--- config.mk ---
export PLATFORM = sky130hd
export DESIGN_NAME = frame_interval_trainer
export DESIGN_NICKNAME = d
export VERILOG_FILES = /design/src/hdl/fit_pkg.sv /design/src/hdl/fit_div.sv /design/src/hdl/fit_dp.sv /design/src/hdl/fit_ctrl.sv /design/src/hdl/frame_interval_trainer.sv
export SDC_FILE = /design/constraint.sdc
export NUM_CORES = 2
export LEC_CHECK = 0
export ABC_AREA = 1
export ABC_CLOCK_PERIOD_IN_PS = 6800
export BUFFER_PORTS_ARGS = -buffer_cell sky130_fd_sc_hd__buf_2
export CORE_UTILIZATION = 60
export DETAILED_ROUTE_END_ITERATION = 10
export GPL_TIMING_DRIVEN = 0
export PLACE_DENSITY = 0.78
export SYNTH_ARGS = -nofsm -noshare
export SYNTH_HDL_FRONTEND = slang
export SYNTH_SLANG_ARGS = --single-unit
--- constraint.sdc ---
create_clock -name clk -period 6.8 [get_ports clk]
set_clock_uncertainty 0.1 [all_clocks]
set_input_delay 0.34 -clock clk [delete_from_list [all_inputs] [get_ports clk]]
set_output_delay 0.34 -clock clk [all_outputs]
set_load 0.03 [all_outputs]
--- src/hdl/fit_pkg.sv ---
// ============================================================================
// fit_pkg
// Shared types and constants of the frame interval trainer.
// ============================================================================
package fit_pkg;

    // configuration port
    localparam int CFG_IDX_W  = 3;
    localparam int CFG_DATA_W = 16;

    localparam logic [CFG_IDX_W-1:0] REG_STARTUP_DELAY  = 3'd0;
    localparam logic [CFG_IDX_W-1:0] REG_TRAIN_GUARD    = 3'd1;
    localparam logic [CFG_IDX_W-1:0] REG_RETRAIN_GUARD  = 3'd2;
    localparam logic [CFG_IDX_W-1:0] REG_TRAIN_SAMPLES  = 3'd3;
    localparam logic [CFG_IDX_W-1:0] REG_RETRAIN_SAMPLES = 3'd4;
    localparam logic [CFG_IDX_W-1:0] REG_CHANGE_PERCENT = 3'd5;
    localparam logic [CFG_IDX_W-1:0] REG_SETPOINT_SMOOTH = 3'd6;
    localparam logic [CFG_IDX_W-1:0] REG_THROTTLE_SMOOTH = 3'd7;

    // field widths
    localparam int TIME_W   = 32;
    localparam int GUARD_W  = 16;
    localparam int PERIOD_W = 16;
    localparam int CNT_W    = 6;
    localparam int SUM_W    = 22;
    localparam int PCT_W    = 7;
    localparam int SMOOTH_W = 8;
    localparam int CUT_W    = 11;
    localparam int FSUM_W   = 9;   // 10 + smoothness
    localparam int PROD_W   = 25;  // mean * (10 + smoothness)
    localparam int DEV_W    = 23;  // deviation * 100, percent * mean

    // register reset values
    localparam logic [GUARD_W-1:0]  RST_STARTUP_DELAY   = 16'd5000;
    localparam logic [GUARD_W-1:0]  RST_TRAIN_GUARD     = 16'd1000;
    localparam logic [GUARD_W-1:0]  RST_RETRAIN_GUARD   = 16'd2000;
    localparam logic [CNT_W-1:0]    RST_TRAIN_SAMPLES   = 6'd50;
    localparam logic [CNT_W-1:0]    RST_RETRAIN_SAMPLES = 6'd20;
    localparam logic [PCT_W-1:0]    RST_CHANGE_PERCENT  = 7'd20;
    localparam logic [SMOOTH_W-1:0] RST_SMOOTHNESS      = 8'd30;

    // batch limits
    localparam int MIN_BATCH = 3;
    localparam int MAX_BATCH = 63;

    // cutoff arithmetic: q = (2*15e6 + d) / (2*d)
    localparam int FACTOR_BASE = 10;
    localparam int PCT_SCALE   = 100;
    localparam int CUT_NUM2    = 30000000;
    localparam int CUT_MIN_HZ  = 15;
    localparam int CUT_MAX_HZ  = 2047;

    // serial divider
    localparam int DIV_W     = 26;
    localparam int DIV_CNT_W = 5;

    typedef struct packed {
        logic load;
        logic guard;
        logic prep;
        logic clear;
        logic take;
        logic mdiv_start;
        logic mean_load;
        logic cut_mul;
        logic cut_start;
        logic cut_load;
        logic cut_sel;   // 0 setpoint, 1 throttle
        logic out_load;
    } dp_cmd_t;

    typedef struct packed {
        logic active;
        logic past_guard;
        logic trained;
        logic close;
        logic full;
        logic mean_zero;
        logic div_done;
        logic div_busy;
    } dp_stat_t;

endpackage

--- src/hdl/fit_div.sv ---
// ============================================================================
// fit_div
// Restoring serial divider, one quotient bit per cycle.
// ============================================================================
module fit_div
(
    input  logic                       clk,
    input  logic                       rst_n,
    input  logic                       start,
    input  logic [fit_pkg::DIV_W-1:0]  num,
    input  logic [fit_pkg::DIV_W-1:0]  den,
    output logic                       busy,
    output logic                       done,
    output logic [fit_pkg::DIV_W-1:0]  quo
);

    localparam int W = fit_pkg::DIV_W;

    logic [W-1:0]                  quo_reg;
    logic [W-1:0]                  rem_reg;
    logic [W-1:0]                  den_reg;
    logic [fit_pkg::DIV_CNT_W-1:0] cnt_reg;
    logic                          done_reg;
    logic [W:0]                    shifted;
    logic                          fits;

    assign shifted = {rem_reg, quo_reg[W-1]};
    assign fits    = shifted >= {1'b0, den_reg};

    always_ff @(posedge clk or negedge rst_n)
    begin
        if (!rst_n)
        begin
            cnt_reg  <= '0;
            done_reg <= 1'b0;
        end
        else
        begin
            done_reg <= (cnt_reg == fit_pkg::DIV_CNT_W'(1));
            if (start)
                cnt_reg <= fit_pkg::DIV_CNT_W'(W);
            else if (cnt_reg != '0)
                cnt_reg <= cnt_reg - 1'b1;
        end
    end

    always_ff @(posedge clk)
    begin
        if (start)
        begin
            quo_reg <= num;
            rem_reg <= '0;
            den_reg <= den;
        end
        else if (cnt_reg != '0)
        begin
            if (fits)
                rem_reg <= W'(shifted - {1'b0, den_reg});
            else
                rem_reg <= shifted[W-1:0];
            quo_reg <= {quo_reg[W-2:0], fits};
        end
    end

    assign busy = (cnt_reg != '0);
    assign done = done_reg;
    assign quo  = quo_reg;

endmodule

--- src/hdl/fit_dp.sv ---
// ============================================================================
// fit_dp
// Datapath: configuration, accumulators, guard timer, mean and cutoffs.
// ============================================================================
module fit_dp
(
    input  logic                             clk,
    input  logic                             rst_n,
    input  logic                             cfg_we,
    input  logic [fit_pkg::CFG_IDX_W-1:0]    cfg_index,
    input  logic [fit_pkg::CFG_DATA_W-1:0]   cfg_data,
    input  logic                             new_frame,
    input  logic [fit_pkg::TIME_W-1:0]       time_ms,
    input  logic [fit_pkg::PERIOD_W-1:0]     period_us,
    input  logic                             signal_ok,
    input  logic                             rate_ok,
    input  fit_pkg::dp_cmd_t                 cmd,
    output fit_pkg::dp_stat_t                stat,
    output logic                             trained,
    output logic                             new_mean,
    output logic [fit_pkg::PERIOD_W-1:0]     mean_period_us,
    output logic [fit_pkg::CUT_W-1:0]        setpoint_cutoff_hz,
    output logic [fit_pkg::CUT_W-1:0]        throttle_cutoff_hz
);

    localparam int PW = fit_pkg::PERIOD_W;
    localparam int CW = fit_pkg::CNT_W;
    localparam int SW = fit_pkg::SUM_W;
    localparam int DW = fit_pkg::DIV_W;

    // configuration
    logic [fit_pkg::GUARD_W-1:0]  startup_delay_reg;
    logic [fit_pkg::GUARD_W-1:0]  train_guard_reg;
    logic [fit_pkg::GUARD_W-1:0]  retrain_guard_reg;
    logic [CW-1:0]                train_samples_reg;
    logic [CW-1:0]                retrain_samples_reg;
    logic [fit_pkg::PCT_W-1:0]    change_percent_reg;
    logic [fit_pkg::SMOOTH_W-1:0] sp_smooth_reg;
    logic [fit_pkg::SMOOTH_W-1:0] th_smooth_reg;

    // captured item
    logic                         frame_reg;
    logic [fit_pkg::TIME_W-1:0]   time_reg;
    logic [PW-1:0]                period_reg;
    logic                         sig_reg;
    logic                         rate_reg;

    // state
    logic [SW-1:0]                acc_sum_reg;
    logic [CW-1:0]                acc_count_reg;
    logic [PW-1:0]                acc_min_reg;
    logic [PW-1:0]                acc_max_reg;
    logic [PW-1:0]                mean_reg;
    logic                         trained_reg;
    logic                         new_mean_reg;
    logic [fit_pkg::TIME_W-1:0]   guard_reg;

    // work registers
    logic [PW-1:0]                dev_reg;
    logic [fit_pkg::DEV_W-1:0]    pct_reg;
    logic [fit_pkg::PROD_W-1:0]   d_reg;
    logic [fit_pkg::CUT_W-1:0]    sp_cut_reg;
    logic [fit_pkg::CUT_W-1:0]    th_cut_reg;

    // output registers
    logic                         out_trained_reg;
    logic                         out_new_mean_reg;
    logic [PW-1:0]                out_mean_reg;
    logic [fit_pkg::CUT_W-1:0]    out_sp_reg;
    logic [fit_pkg::CUT_W-1:0]    out_th_reg;

    logic                         item_ok;
    logic [fit_pkg::GUARD_W-1:0]  guard_len;
    logic [fit_pkg::TIME_W-1:0]   guard_sum;
    logic [PW-1:0]                dev;
    logic [fit_pkg::DEV_W-1:0]    dev_scaled;
    logic [CW-1:0]                batch_sel;
    logic [CW-1:0]                batch_limit;
    logic [SW-1:0]                trimmed;
    logic [fit_pkg::SMOOTH_W-1:0] factor;
    logic [fit_pkg::FSUM_W-1:0]   fsum;
    logic                         div_start;
    logic [DW-1:0]                div_num;
    logic [DW-1:0]                div_den;
    logic                         div_busy;
    logic                         div_done;
    logic [DW-1:0]                div_quo;
    logic [fit_pkg::CUT_W-1:0]    cut_val;

    always_ff @(posedge clk or negedge rst_n)
    begin
        if (!rst_n)
        begin
            startup_delay_reg   <= fit_pkg::RST_STARTUP_DELAY;
            train_guard_reg     <= fit_pkg::RST_TRAIN_GUARD;
            retrain_guard_reg   <= fit_pkg::RST_RETRAIN_GUARD;
            train_samples_reg   <= fit_pkg::RST_TRAIN_SAMPLES;
            retrain_samples_reg <= fit_pkg::RST_RETRAIN_SAMPLES;
            change_percent_reg  <= fit_pkg::RST_CHANGE_PERCENT;
            sp_smooth_reg       <= fit_pkg::RST_SMOOTHNESS;
            th_smooth_reg       <= fit_pkg::RST_SMOOTHNESS;
        end
        else if (cfg_we)
        begin
            unique case (cfg_index)
                fit_pkg::REG_STARTUP_DELAY:   startup_delay_reg   <= cfg_data;
                fit_pkg::REG_TRAIN_GUARD:     train_guard_reg     <= cfg_data;
                fit_pkg::REG_RETRAIN_GUARD:   retrain_guard_reg   <= cfg_data;
                fit_pkg::REG_TRAIN_SAMPLES:   train_samples_reg   <= cfg_data[CW-1:0];
                fit_pkg::REG_RETRAIN_SAMPLES: retrain_samples_reg <= cfg_data[CW-1:0];
                fit_pkg::REG_CHANGE_PERCENT:
                    change_percent_reg <= cfg_data[fit_pkg::PCT_W-1:0];
                fit_pkg::REG_SETPOINT_SMOOTH:
                    sp_smooth_reg <= cfg_data[fit_pkg::SMOOTH_W-1:0];
                fit_pkg::REG_THROTTLE_SMOOTH:
                    th_smooth_reg <= cfg_data[fit_pkg::SMOOTH_W-1:0];
                default: ;
            endcase
        end
    end

    // ---- combinational helpers ----
    assign item_ok   = frame_reg && (time_reg > fit_pkg::TIME_W'(startup_delay_reg));
    assign guard_len = trained_reg ? retrain_guard_reg : train_guard_reg;
    assign guard_sum = time_reg + fit_pkg::TIME_W'(guard_len);

    assign dev = (period_reg > mean_reg) ? (period_reg - mean_reg) : (mean_reg - period_reg);
    assign dev_scaled = fit_pkg::DEV_W'(dev_reg) * fit_pkg::DEV_W'(fit_pkg::PCT_SCALE);

    assign batch_sel = trained_reg ? retrain_samples_reg : train_samples_reg;

    always_comb
    begin
        batch_limit = batch_sel;
        if (batch_sel < CW'(fit_pkg::MIN_BATCH))
            batch_limit = CW'(fit_pkg::MIN_BATCH);
        else if (batch_sel > CW'(fit_pkg::MAX_BATCH))
            batch_limit = CW'(fit_pkg::MAX_BATCH);
    end

    // the batch sum never wraps, so the trimmed sum stays non-negative
    assign trimmed = acc_sum_reg - SW'(acc_min_reg) - SW'(acc_max_reg);

    assign factor = cmd.cut_sel ? th_smooth_reg : sp_smooth_reg;
    assign fsum   = fit_pkg::FSUM_W'(factor) + fit_pkg::FSUM_W'(fit_pkg::FACTOR_BASE);

    assign div_start = cmd.mdiv_start | cmd.cut_start;

    always_comb
    begin
        if (cmd.mdiv_start)
        begin
            div_num = DW'(trimmed);
            div_den = DW'(acc_count_reg - CW'(2));
        end
        else
        begin
            div_num = DW'(d_reg) + DW'(fit_pkg::CUT_NUM2);
            div_den = {d_reg, 1'b0};
        end
    end

    fit_div u_div
    (
        .clk   (clk),
        .rst_n (rst_n),
        .start (div_start),
        .num   (div_num),
        .den   (div_den),
        .busy  (div_busy),
        .done  (div_done),
        .quo   (div_quo)
    );

    always_comb
    begin
        if (mean_reg == '0)
            cut_val = fit_pkg::CUT_W'(fit_pkg::CUT_MIN_HZ);
        else if (div_quo > DW'(fit_pkg::CUT_MAX_HZ))
            cut_val = fit_pkg::CUT_W'(fit_pkg::CUT_MAX_HZ);
        else if (div_quo < DW'(fit_pkg::CUT_MIN_HZ))
            cut_val = fit_pkg::CUT_W'(fit_pkg::CUT_MIN_HZ);
        else
            cut_val = div_quo[fit_pkg::CUT_W-1:0];
    end

    // ---- state ----
    always_ff @(posedge clk or negedge rst_n)
    begin
        if (!rst_n)
        begin
            acc_sum_reg   <= '0;
            acc_count_reg <= '0;
            acc_min_reg   <= '1;
            acc_max_reg   <= '0;
            mean_reg      <= '0;
            trained_reg   <= 1'b0;
            new_mean_reg  <= 1'b0;
            guard_reg     <= '0;
        end
        else
        begin
            if (cmd.load)
                new_mean_reg <= 1'b0;

            if (cmd.guard && item_ok)
            begin
                if (sig_reg && rate_reg)
                begin
                    // arm once; a sum that wraps to zero stays unarmed
                    if (guard_reg == '0)
                        guard_reg <= guard_sum;
                end
                else
                begin
                    acc_sum_reg   <= '0;
                    acc_count_reg <= '0;
                    acc_min_reg   <= '1;
                    acc_max_reg   <= '0;
                end
            end

            if (cmd.clear)
            begin
                acc_sum_reg   <= '0;
                acc_count_reg <= '0;
                acc_min_reg   <= '1;
                acc_max_reg   <= '0;
            end

            if (cmd.take)
            begin
                acc_sum_reg   <= acc_sum_reg + SW'(period_reg);
                acc_count_reg <= acc_count_reg + 1'b1;
                if (period_reg > acc_max_reg)
                    acc_max_reg <= period_reg;
                if (period_reg < acc_min_reg)
                    acc_min_reg <= period_reg;
            end

            if (cmd.mean_load)
            begin
                mean_reg      <= div_quo[PW-1:0];
                trained_reg   <= 1'b1;
                new_mean_reg  <= 1'b1;
                guard_reg     <= '0;
                acc_sum_reg   <= '0;
                acc_count_reg <= '0;
                acc_min_reg   <= '1;
                acc_max_reg   <= '0;
            end
        end
    end

    // ---- payload registers ----
    always_ff @(posedge clk)
    begin
        if (cmd.load)
        begin
            frame_reg  <= new_frame;
            time_reg   <= time_ms;
            period_reg <= period_us;
            sig_reg    <= signal_ok;
            rate_reg   <= rate_ok;
        end
        if (cmd.prep)
        begin
            dev_reg <= dev;
            pct_reg <= fit_pkg::DEV_W'(change_percent_reg) * fit_pkg::DEV_W'(mean_reg);
        end
        if (cmd.cut_mul)
            d_reg <= fit_pkg::PROD_W'(mean_reg) * fit_pkg::PROD_W'(fsum);
        if (cmd.cut_load)
        begin
            if (cmd.cut_sel)
                th_cut_reg <= cut_val;
            else
                sp_cut_reg <= cut_val;
        end
        if (cmd.out_load)
        begin
            out_trained_reg  <= trained_reg;
            out_new_mean_reg <= new_mean_reg;
            out_mean_reg     <= mean_reg;
            out_sp_reg       <= sp_cut_reg;
            out_th_reg       <= th_cut_reg;
        end
    end

    assign stat.active     = item_ok && sig_reg && rate_reg;
    assign stat.past_guard = time_reg > guard_reg;
    assign stat.trained    = trained_reg;
    assign stat.close      = dev_scaled < pct_reg;
    assign stat.full       = acc_count_reg >= batch_limit;
    assign stat.mean_zero  = (mean_reg == '0);
    assign stat.div_done   = div_done;
    assign stat.div_busy   = div_busy;

    assign trained            = out_trained_reg;
    assign new_mean           = out_new_mean_reg;
    assign mean_period_us     = out_mean_reg;
    assign setpoint_cutoff_hz = out_sp_reg;
    assign throttle_cutoff_hz = out_th_reg;

    a_empty_batch: assert property (@(posedge clk) disable iff (!rst_n)
        (acc_count_reg == '0) |->
            (acc_sum_reg == '0 && acc_max_reg == '0 && acc_min_reg == '1))
        else $error("empty batch holds stale accumulator values");

    a_min_max: assert property (@(posedge clk) disable iff (!rst_n)
        (acc_count_reg != '0) |-> (acc_min_reg <= acc_max_reg))
        else $error("batch minimum above maximum");

    a_mean_untrained: assert property (@(posedge clk) disable iff (!rst_n)
        !trained_reg |-> (mean_reg == '0))
        else $error("mean set before first batch");

endmodule

--- src/hdl/fit_ctrl.sv ---
// ============================================================================
// fit_ctrl
// Sequencer: steps one item through guard, sample, mean and cutoff phases.
// ============================================================================
module fit_ctrl
(
    input  logic              clk,
    input  logic              rst_n,
    input  logic              in_valid,
    output logic              in_stall,
    output logic              out_valid,
    input  logic              out_stall,
    input  fit_pkg::dp_stat_t stat,
    output fit_pkg::dp_cmd_t  cmd
);

    localparam logic [3:0] S_IDLE     = 4'd0;
    localparam logic [3:0] S_GUARD    = 4'd1;
    localparam logic [3:0] S_PREP     = 4'd2;
    localparam logic [3:0] S_CLOSE    = 4'd3;
    localparam logic [3:0] S_TAKE     = 4'd4;
    localparam logic [3:0] S_LIMIT    = 4'd5;
    localparam logic [3:0] S_MDIV     = 4'd6;
    localparam logic [3:0] S_CUTMUL   = 4'd7;
    localparam logic [3:0] S_CUTSTART = 4'd8;
    localparam logic [3:0] S_CUTWAIT  = 4'd9;
    localparam logic [3:0] S_OUT      = 4'd10;

    logic [3:0] state_reg;
    logic [3:0] state_next;
    logic       cut_sel_reg;
    logic       cut_sel_next;
    logic       out_valid_reg;
    logic       out_valid_next;
    logic [3:0] after_cut;

    // after a cutoff: do the throttle one, or finish
    assign after_cut = cut_sel_reg ? S_OUT : S_CUTMUL;

    always_comb
    begin
        cmd          = '0;
        cmd.cut_sel  = cut_sel_reg;
        state_next   = state_reg;
        cut_sel_next = cut_sel_reg;
        in_stall     = 1'b1;
        unique case (state_reg)
            S_IDLE:
            begin
                in_stall = 1'b0;
                if (in_valid)
                begin
                    cmd.load   = 1'b1;
                    state_next = S_GUARD;
                end
            end
            S_GUARD:
            begin
                cmd.guard    = 1'b1;
                cut_sel_next = 1'b0;
                state_next   = stat.active ? S_PREP : S_CUTMUL;
            end
            S_PREP:
            begin
                cmd.prep = 1'b1;
                if (!stat.past_guard)
                    state_next = S_CUTMUL;
                else if (stat.trained)
                    state_next = S_CLOSE;
                else
                    state_next = S_TAKE;
            end
            S_CLOSE:
            begin
                if (stat.close)
                begin
                    cmd.clear  = 1'b1;
                    state_next = S_CUTMUL;
                end
                else
                    state_next = S_TAKE;
            end
            S_TAKE:
            begin
                cmd.take   = 1'b1;
                state_next = S_LIMIT;
            end
            S_LIMIT:
            begin
                if (stat.full)
                begin
                    cmd.mdiv_start = 1'b1;
                    state_next     = S_MDIV;
                end
                else
                    state_next = S_CUTMUL;
            end
            S_MDIV:
            begin
                if (stat.div_done)
                begin
                    cmd.mean_load = 1'b1;
                    state_next    = S_CUTMUL;
                end
            end
            S_CUTMUL:
            begin
                cmd.cut_mul = 1'b1;
                state_next  = S_CUTSTART;
            end
            S_CUTSTART:
            begin
                if (stat.mean_zero)
                begin
                    // no mean yet: cutoff is the floor value
                    cmd.cut_load = 1'b1;
                    cut_sel_next = 1'b1;
                    state_next   = after_cut;
                end
                else
                begin
                    cmd.cut_start = 1'b1;
                    state_next    = S_CUTWAIT;
                end
            end
            S_CUTWAIT:
            begin
                if (stat.div_done)
                begin
                    cmd.cut_load = 1'b1;
                    cut_sel_next = 1'b1;
                    state_next   = after_cut;
                end
            end
            S_OUT:
            begin
                if (!out_valid_reg || !out_stall)
                begin
                    cmd.out_load = 1'b1;
                    state_next   = S_IDLE;
                end
            end
            default:
                state_next = S_IDLE;
        endcase
    end

    always_comb
    begin
        out_valid_next = out_valid_reg;
        if (cmd.out_load)
            out_valid_next = 1'b1;
        else if (out_valid_reg && !out_stall)
            out_valid_next = 1'b0;
    end

    always_ff @(posedge clk or negedge rst_n)
    begin
        if (!rst_n)
        begin
            state_reg     <= S_IDLE;
            cut_sel_reg   <= 1'b0;
            out_valid_reg <= 1'b0;
        end
        else
        begin
            state_reg     <= state_next;
            cut_sel_reg   <= cut_sel_next;
            out_valid_reg <= out_valid_next;
        end
    end

    assign out_valid = out_valid_reg;

    a_mean_on_done: assert property (@(posedge clk) disable iff (!rst_n)
        cmd.mean_load |-> stat.div_done)
        else $error("mean loaded without divider result");

    a_idle_div_free: assert property (@(posedge clk) disable iff (!rst_n)
        (state_reg == S_IDLE) |-> !stat.div_busy)
        else $error("divider still running while idle");

    a_out_held: assert property (@(posedge clk) disable iff (!rst_n)
        (out_valid_reg && out_stall) |=> out_valid_reg)
        else $error("result dropped while stalled");

endmodule

--- src/hdl/frame_interval_trainer.sv ---
// ============================================================================
// frame_interval_trainer
// Learns the receiver frame interval and derives two filter cutoffs.
//
// Usage: one item per frame event on the input channel (in_valid/in_stall);
// one result per item on the output channel (out_valid/out_stall), in order.
// An item is taken when valid is high and stall is low.
// Configuration registers are written through cfg_we/cfg_index/cfg_data;
// the user must write them only while no item is in flight, as the block
// itself does not enforce this. Once a mean exists, each cutoff runs on the
// shared 26-step serial divider; an item that completes a batch also runs
// the mean division on it. One item is in flight at a time; the next one can
// be taken in the cycle after its result is loaded into the output register.
// A finished result sits in the output register; the next item is taken
// while it waits, and the block holds at the end of that item until the
// output register frees up.
// Reset clears accumulators, mean, trained flag and guard, and restores the
// register defaults; the block comes out of reset idle and ready for an item.
// ============================================================================
module frame_interval_trainer
(
    input  logic                             clk,
    input  logic                             rst_n,
    input  logic                             cfg_we,
    input  logic [fit_pkg::CFG_IDX_W-1:0]    cfg_index,
    input  logic [fit_pkg::CFG_DATA_W-1:0]   cfg_data,
    input  logic                             in_valid,
    output logic                             in_stall,
    input  logic                             new_frame,
    input  logic [fit_pkg::TIME_W-1:0]       time_ms,
    input  logic [fit_pkg::PERIOD_W-1:0]     period_us,
    input  logic                             signal_ok,
    input  logic                             rate_ok,
    output logic                             out_valid,
    input  logic                             out_stall,
    output logic                             trained,
    output logic                             new_mean,
    output logic [fit_pkg::PERIOD_W-1:0]     mean_period_us,
    output logic [fit_pkg::CUT_W-1:0]        setpoint_cutoff_hz,
    output logic [fit_pkg::CUT_W-1:0]        throttle_cutoff_hz
);

    fit_pkg::dp_cmd_t  cmd;
    fit_pkg::dp_stat_t stat;

    fit_ctrl u_ctrl
    (
        .clk       (clk),
        .rst_n     (rst_n),
        .in_valid  (in_valid),
        .in_stall  (in_stall),
        .out_valid (out_valid),
        .out_stall (out_stall),
        .stat      (stat),
        .cmd       (cmd)
    );

    fit_dp u_dp
    (
        .clk                (clk),
        .rst_n              (rst_n),
        .cfg_we             (cfg_we),
        .cfg_index          (cfg_index),
        .cfg_data           (cfg_data),
        .new_frame          (new_frame),
        .time_ms            (time_ms),
        .period_us          (period_us),
        .signal_ok          (signal_ok),
        .rate_ok            (rate_ok),
        .cmd                (cmd),
        .stat               (stat),
        .trained            (trained),
        .new_mean           (new_mean),
        .mean_period_us     (mean_period_us),
        .setpoint_cutoff_hz (setpoint_cutoff_hz),
        .throttle_cutoff_hz (throttle_cutoff_hz)
    );

endmodule

==> qor.csv <==
metric,value,unit
outcome,"finished, final reports clean",
Root Driver,clkbuf_16,
Max Slew Vio Count,0,
Worst Setup Start Kind,flip-flop,
Comb pwr share,61.0,%
die area,62600,µm²
Mapped Area,36900,µm²
Cell variety after synth,61,
Ys Warns,0,
CTS tree,built,
H-tree depth,2,
Worst EP required,7.04,ns
IO Port Bufs,116,
Final period util,95.3,%
crit-path max FO,8,
final period demand of the worst path,6.48,ns
DRC viols,0,
HP Class,input port to flip-flop,
crit-path most repeated cell,fa_1,
Yosys top cell by area,edfxtp_1,
Top delay family on crit path,adder cells,
synth cell count leaders,"nand2_1 (1019), inv_1 (712), ha_1 (360), nor2_1 (338), o21ai_0 (329)",
Seq pwr share,24.1,%
grt total ovfl,0,
cell count after synthesis,4494,
leakage,20.3,nW
die span in y,250,µm
I/O pin count,117,
WHS Path Cells,3,
hold_sp,in_valid,
ys flop type,edfxtp_1,
ANT nets after route,0,
most frequent cell after synthesis,nand2_1,
Hold Path Sink,u_ctrl.state_reg[3],
initial antenna violation count,4,
Synth Register Bits,460,
Post-Route WL,102000,µm
first-pass iteration count of the detailed router,7,
GPL Wtd Cong,0.993,
DR WL/cell,18.4,µm
endpoint type of the worst setup path,flip-flop,
P per Cell Area,473,nW/µm²
area fraction of the dominant cell type after synthesis,18.6,%
Fillers,4929,
Internal,0.00991,W
peak supply drop,0.676,mV
hpwl dp,79000,µm
First DRT Iteration DRCs,2903,
reg-to-reg critical path startpoint,u_ctrl.cut_sel_reg,
Post-CTS Setup Repair Bufs,0,
Chip Width,250,µm
RSZ-0062 raised after global routing,false,
Clock Latency Late Sink,0.61,ns
Setup CP Type,flip-flop to flip-flop,
Post-synth EDFFs,229,
switch share,49.0,%
register area share after synthesis,34.1,%
Clock Power Share,15.0,%
Vias,31698,
final setup fails,0,
first-pass GRT wire length,162000,µm
Layout Area Growth over Synthesis,11.2,%
"top cells by area, synth","edfxtp_1 (19%), ha_1 (12%), fa_1 (11%), dfrtp_1 (11%), nand2_1 (10%)",
Via density,5.70,
largest net degree at the start of global routing,116,
R2R Setup Slk,0.32,ns
share of layout cells above drive strength 1,6.84,%
number of global-route vias before repair,30576,
post-synthesis area per instance,8.22,µm²
Buf/Inv on CP,5,
nets,5372,
Clock Path Buffers,3,
Maximum Capacitance Violations,0,
CP max stage delay,0.55,ns
GRT Util Overall,32.9,%
"Slowest-stage cell, CP",fa_1,
Starting Density,61.0,%
Syn Nets,5129,
CTS buffer count,52,
core footprint,60600,µm²
Least-Margin Pin Slew,1.23,ns
worst hold-check slack,0.0651,ns
relative slew slack,18.0,%
worst r2r dst,u_dp.d_reg[15],
crit path DAT,6.72,ns
Row Count,90,
fmax,0.154,GHz
cell depth of the worst flop-to-flop path,25,
final count of hold timing violations,0,
setup_tns,0,ns
sw power,0.00954,W
# clock sinks,460,
Synth async-reset ratio,44.6,%
clock-pin slew on the worst setup and hold paths,0.06,ns
how the worst max path moves through the flow:
stage | start | endpoint | slack, ns | depth (start not counted)
after floorplan | u_ctrl.cut_sel_reg | u_dp.d_reg[15] | 1.01 | 25
after global placement | u_ctrl.cut_sel_reg | u_dp.d_reg[20] | 0.49 | 26
after detailed placement | u_ctrl.cut_sel_reg | u_dp.d_reg[20] | 0.46 | 26
after CTS | u_ctrl.cut_sel_reg | u_dp.d_reg[15] | 0.39 | 25
after global routing | u_ctrl.cut_sel_reg | u_dp.d_reg[20] | 0.08 | 26
final | u_ctrl.cut_sel_reg | u_dp.d_reg[15] | 0.32 | 25
power groups by stage:
stage | combinational [W] | sequential [W] | clock, W
after CTS | 0.0117 | 0.00464 | 0.00293
after global placement | 0.0113 | 0.00469 | 0
after global routing | 0.0134 | 0.00474 | 0.00304
after detailed placement | 0.0116 | 0.00468 | 0
final | 0.0119 | 0.00468 | 0.00291
after floorplan | 0.00867 | 0.00442 | 0
metrics by stage:
step	util (%)	power, W	cells	area [µm²]	setup slack [ns]
finish	67.8	0.0194	5565	41100	0.318
global route	67.8	0.0212	5565	41100	0.0839
CTS	67.8	0.0193	5563	41100	0.387
detailed placement	63.8	0.0163	5397	38600	0.457
global placement	63.5	0.0160	5392	38500	0.487
floorplan	-	0.0131	4494	36900	1.01
per-layer routing:
layer / track usage, % / wire length, µm / vias to the layer above
li1: - / - / 15151
met1: 45.5 / 43300 / 15054
met2: 52.2 / 46600 / 1263
met3: 5.75 / 8580 / 226
met4: 11.6 / 3670 / 4
met5: 0 / 23 / -
cells by family after synthesis:
logic type                 after synthesis  synth area share, %
AOI/OAI and AO/OA                      731                 10.8
xor gates and xnor gates               143                 3.41
adders and majority gates              560                 23.0
buffers and inverters                  854                 8.95
DFF                                    460                 34.1
muxes                                    6                0.163
and+or+nand+nor                       1740                 19.5
placed cells by master (no fill, tap or decap), types with 25 or more instances in the layout:
| master | synthesis | final |
|---|---|---|
| edfxtp_1 | 229 | 229 |
| dlygate4sd3_1 | 0 | 68 |
| o21ai_0 | 329 | 329 |
| clkbuf_16 | 0 | 53 |
| dfrtp_1 | 157 | 157 |
| a21oi_1 | 263 | 263 |
| nand4_1 | 64 | 64 |
| nand2_1 | 1019 | 1019 |
| xnor2_1 | 54 | 54 |
| nor2_1 | 338 | 334 |
| inv_1 | 712 | 712 |
| clkbuf_1 | 85 | 98 |
| fa_1 | 200 | 200 |
| dfxtp_1 | 26 | 26 |
| buf_2 | 20 | 135 |
| ha_1 | 360 | 360 |
| a21o_1 | 25 | 25 |
| nand3_1 | 213 | 213 |
| nor3_1 | 41 | 41 |
| xor2_1 | 88 | 88 |
| dfstp_2 | 48 | 48 |
timing repair:
item | CTS | global route
hold buffers | 68 | 0
endpoints found under the hold margin | 156 | 0
setup endpoints to repair | 0 | 0
gates resized for setup | 0 | 0
tightest hold or removal path, delay by kind of cell:
kind	cells	cell delay (ns)
AO/OA/AOI/OAI	2	0.28
buffers and inverters	1	0.12
layout make-up:
type	instances	area, µm²	area share [%]
Tap cell	782	978	2.38
Clock inverter	29	338	0.822
Multi-Input combinational cell	3180	21100	51.3
Clock buffer	69	1420	3.45
Sequential cell	460	12600	30.6
Antenna cell	2	5.00	0.0122
Inverter	732	2750	6.70
Buffer	122	553	1.35
Timing Repair Buffer	189	1380	3.36
Power figures use the tool's default switching activity.
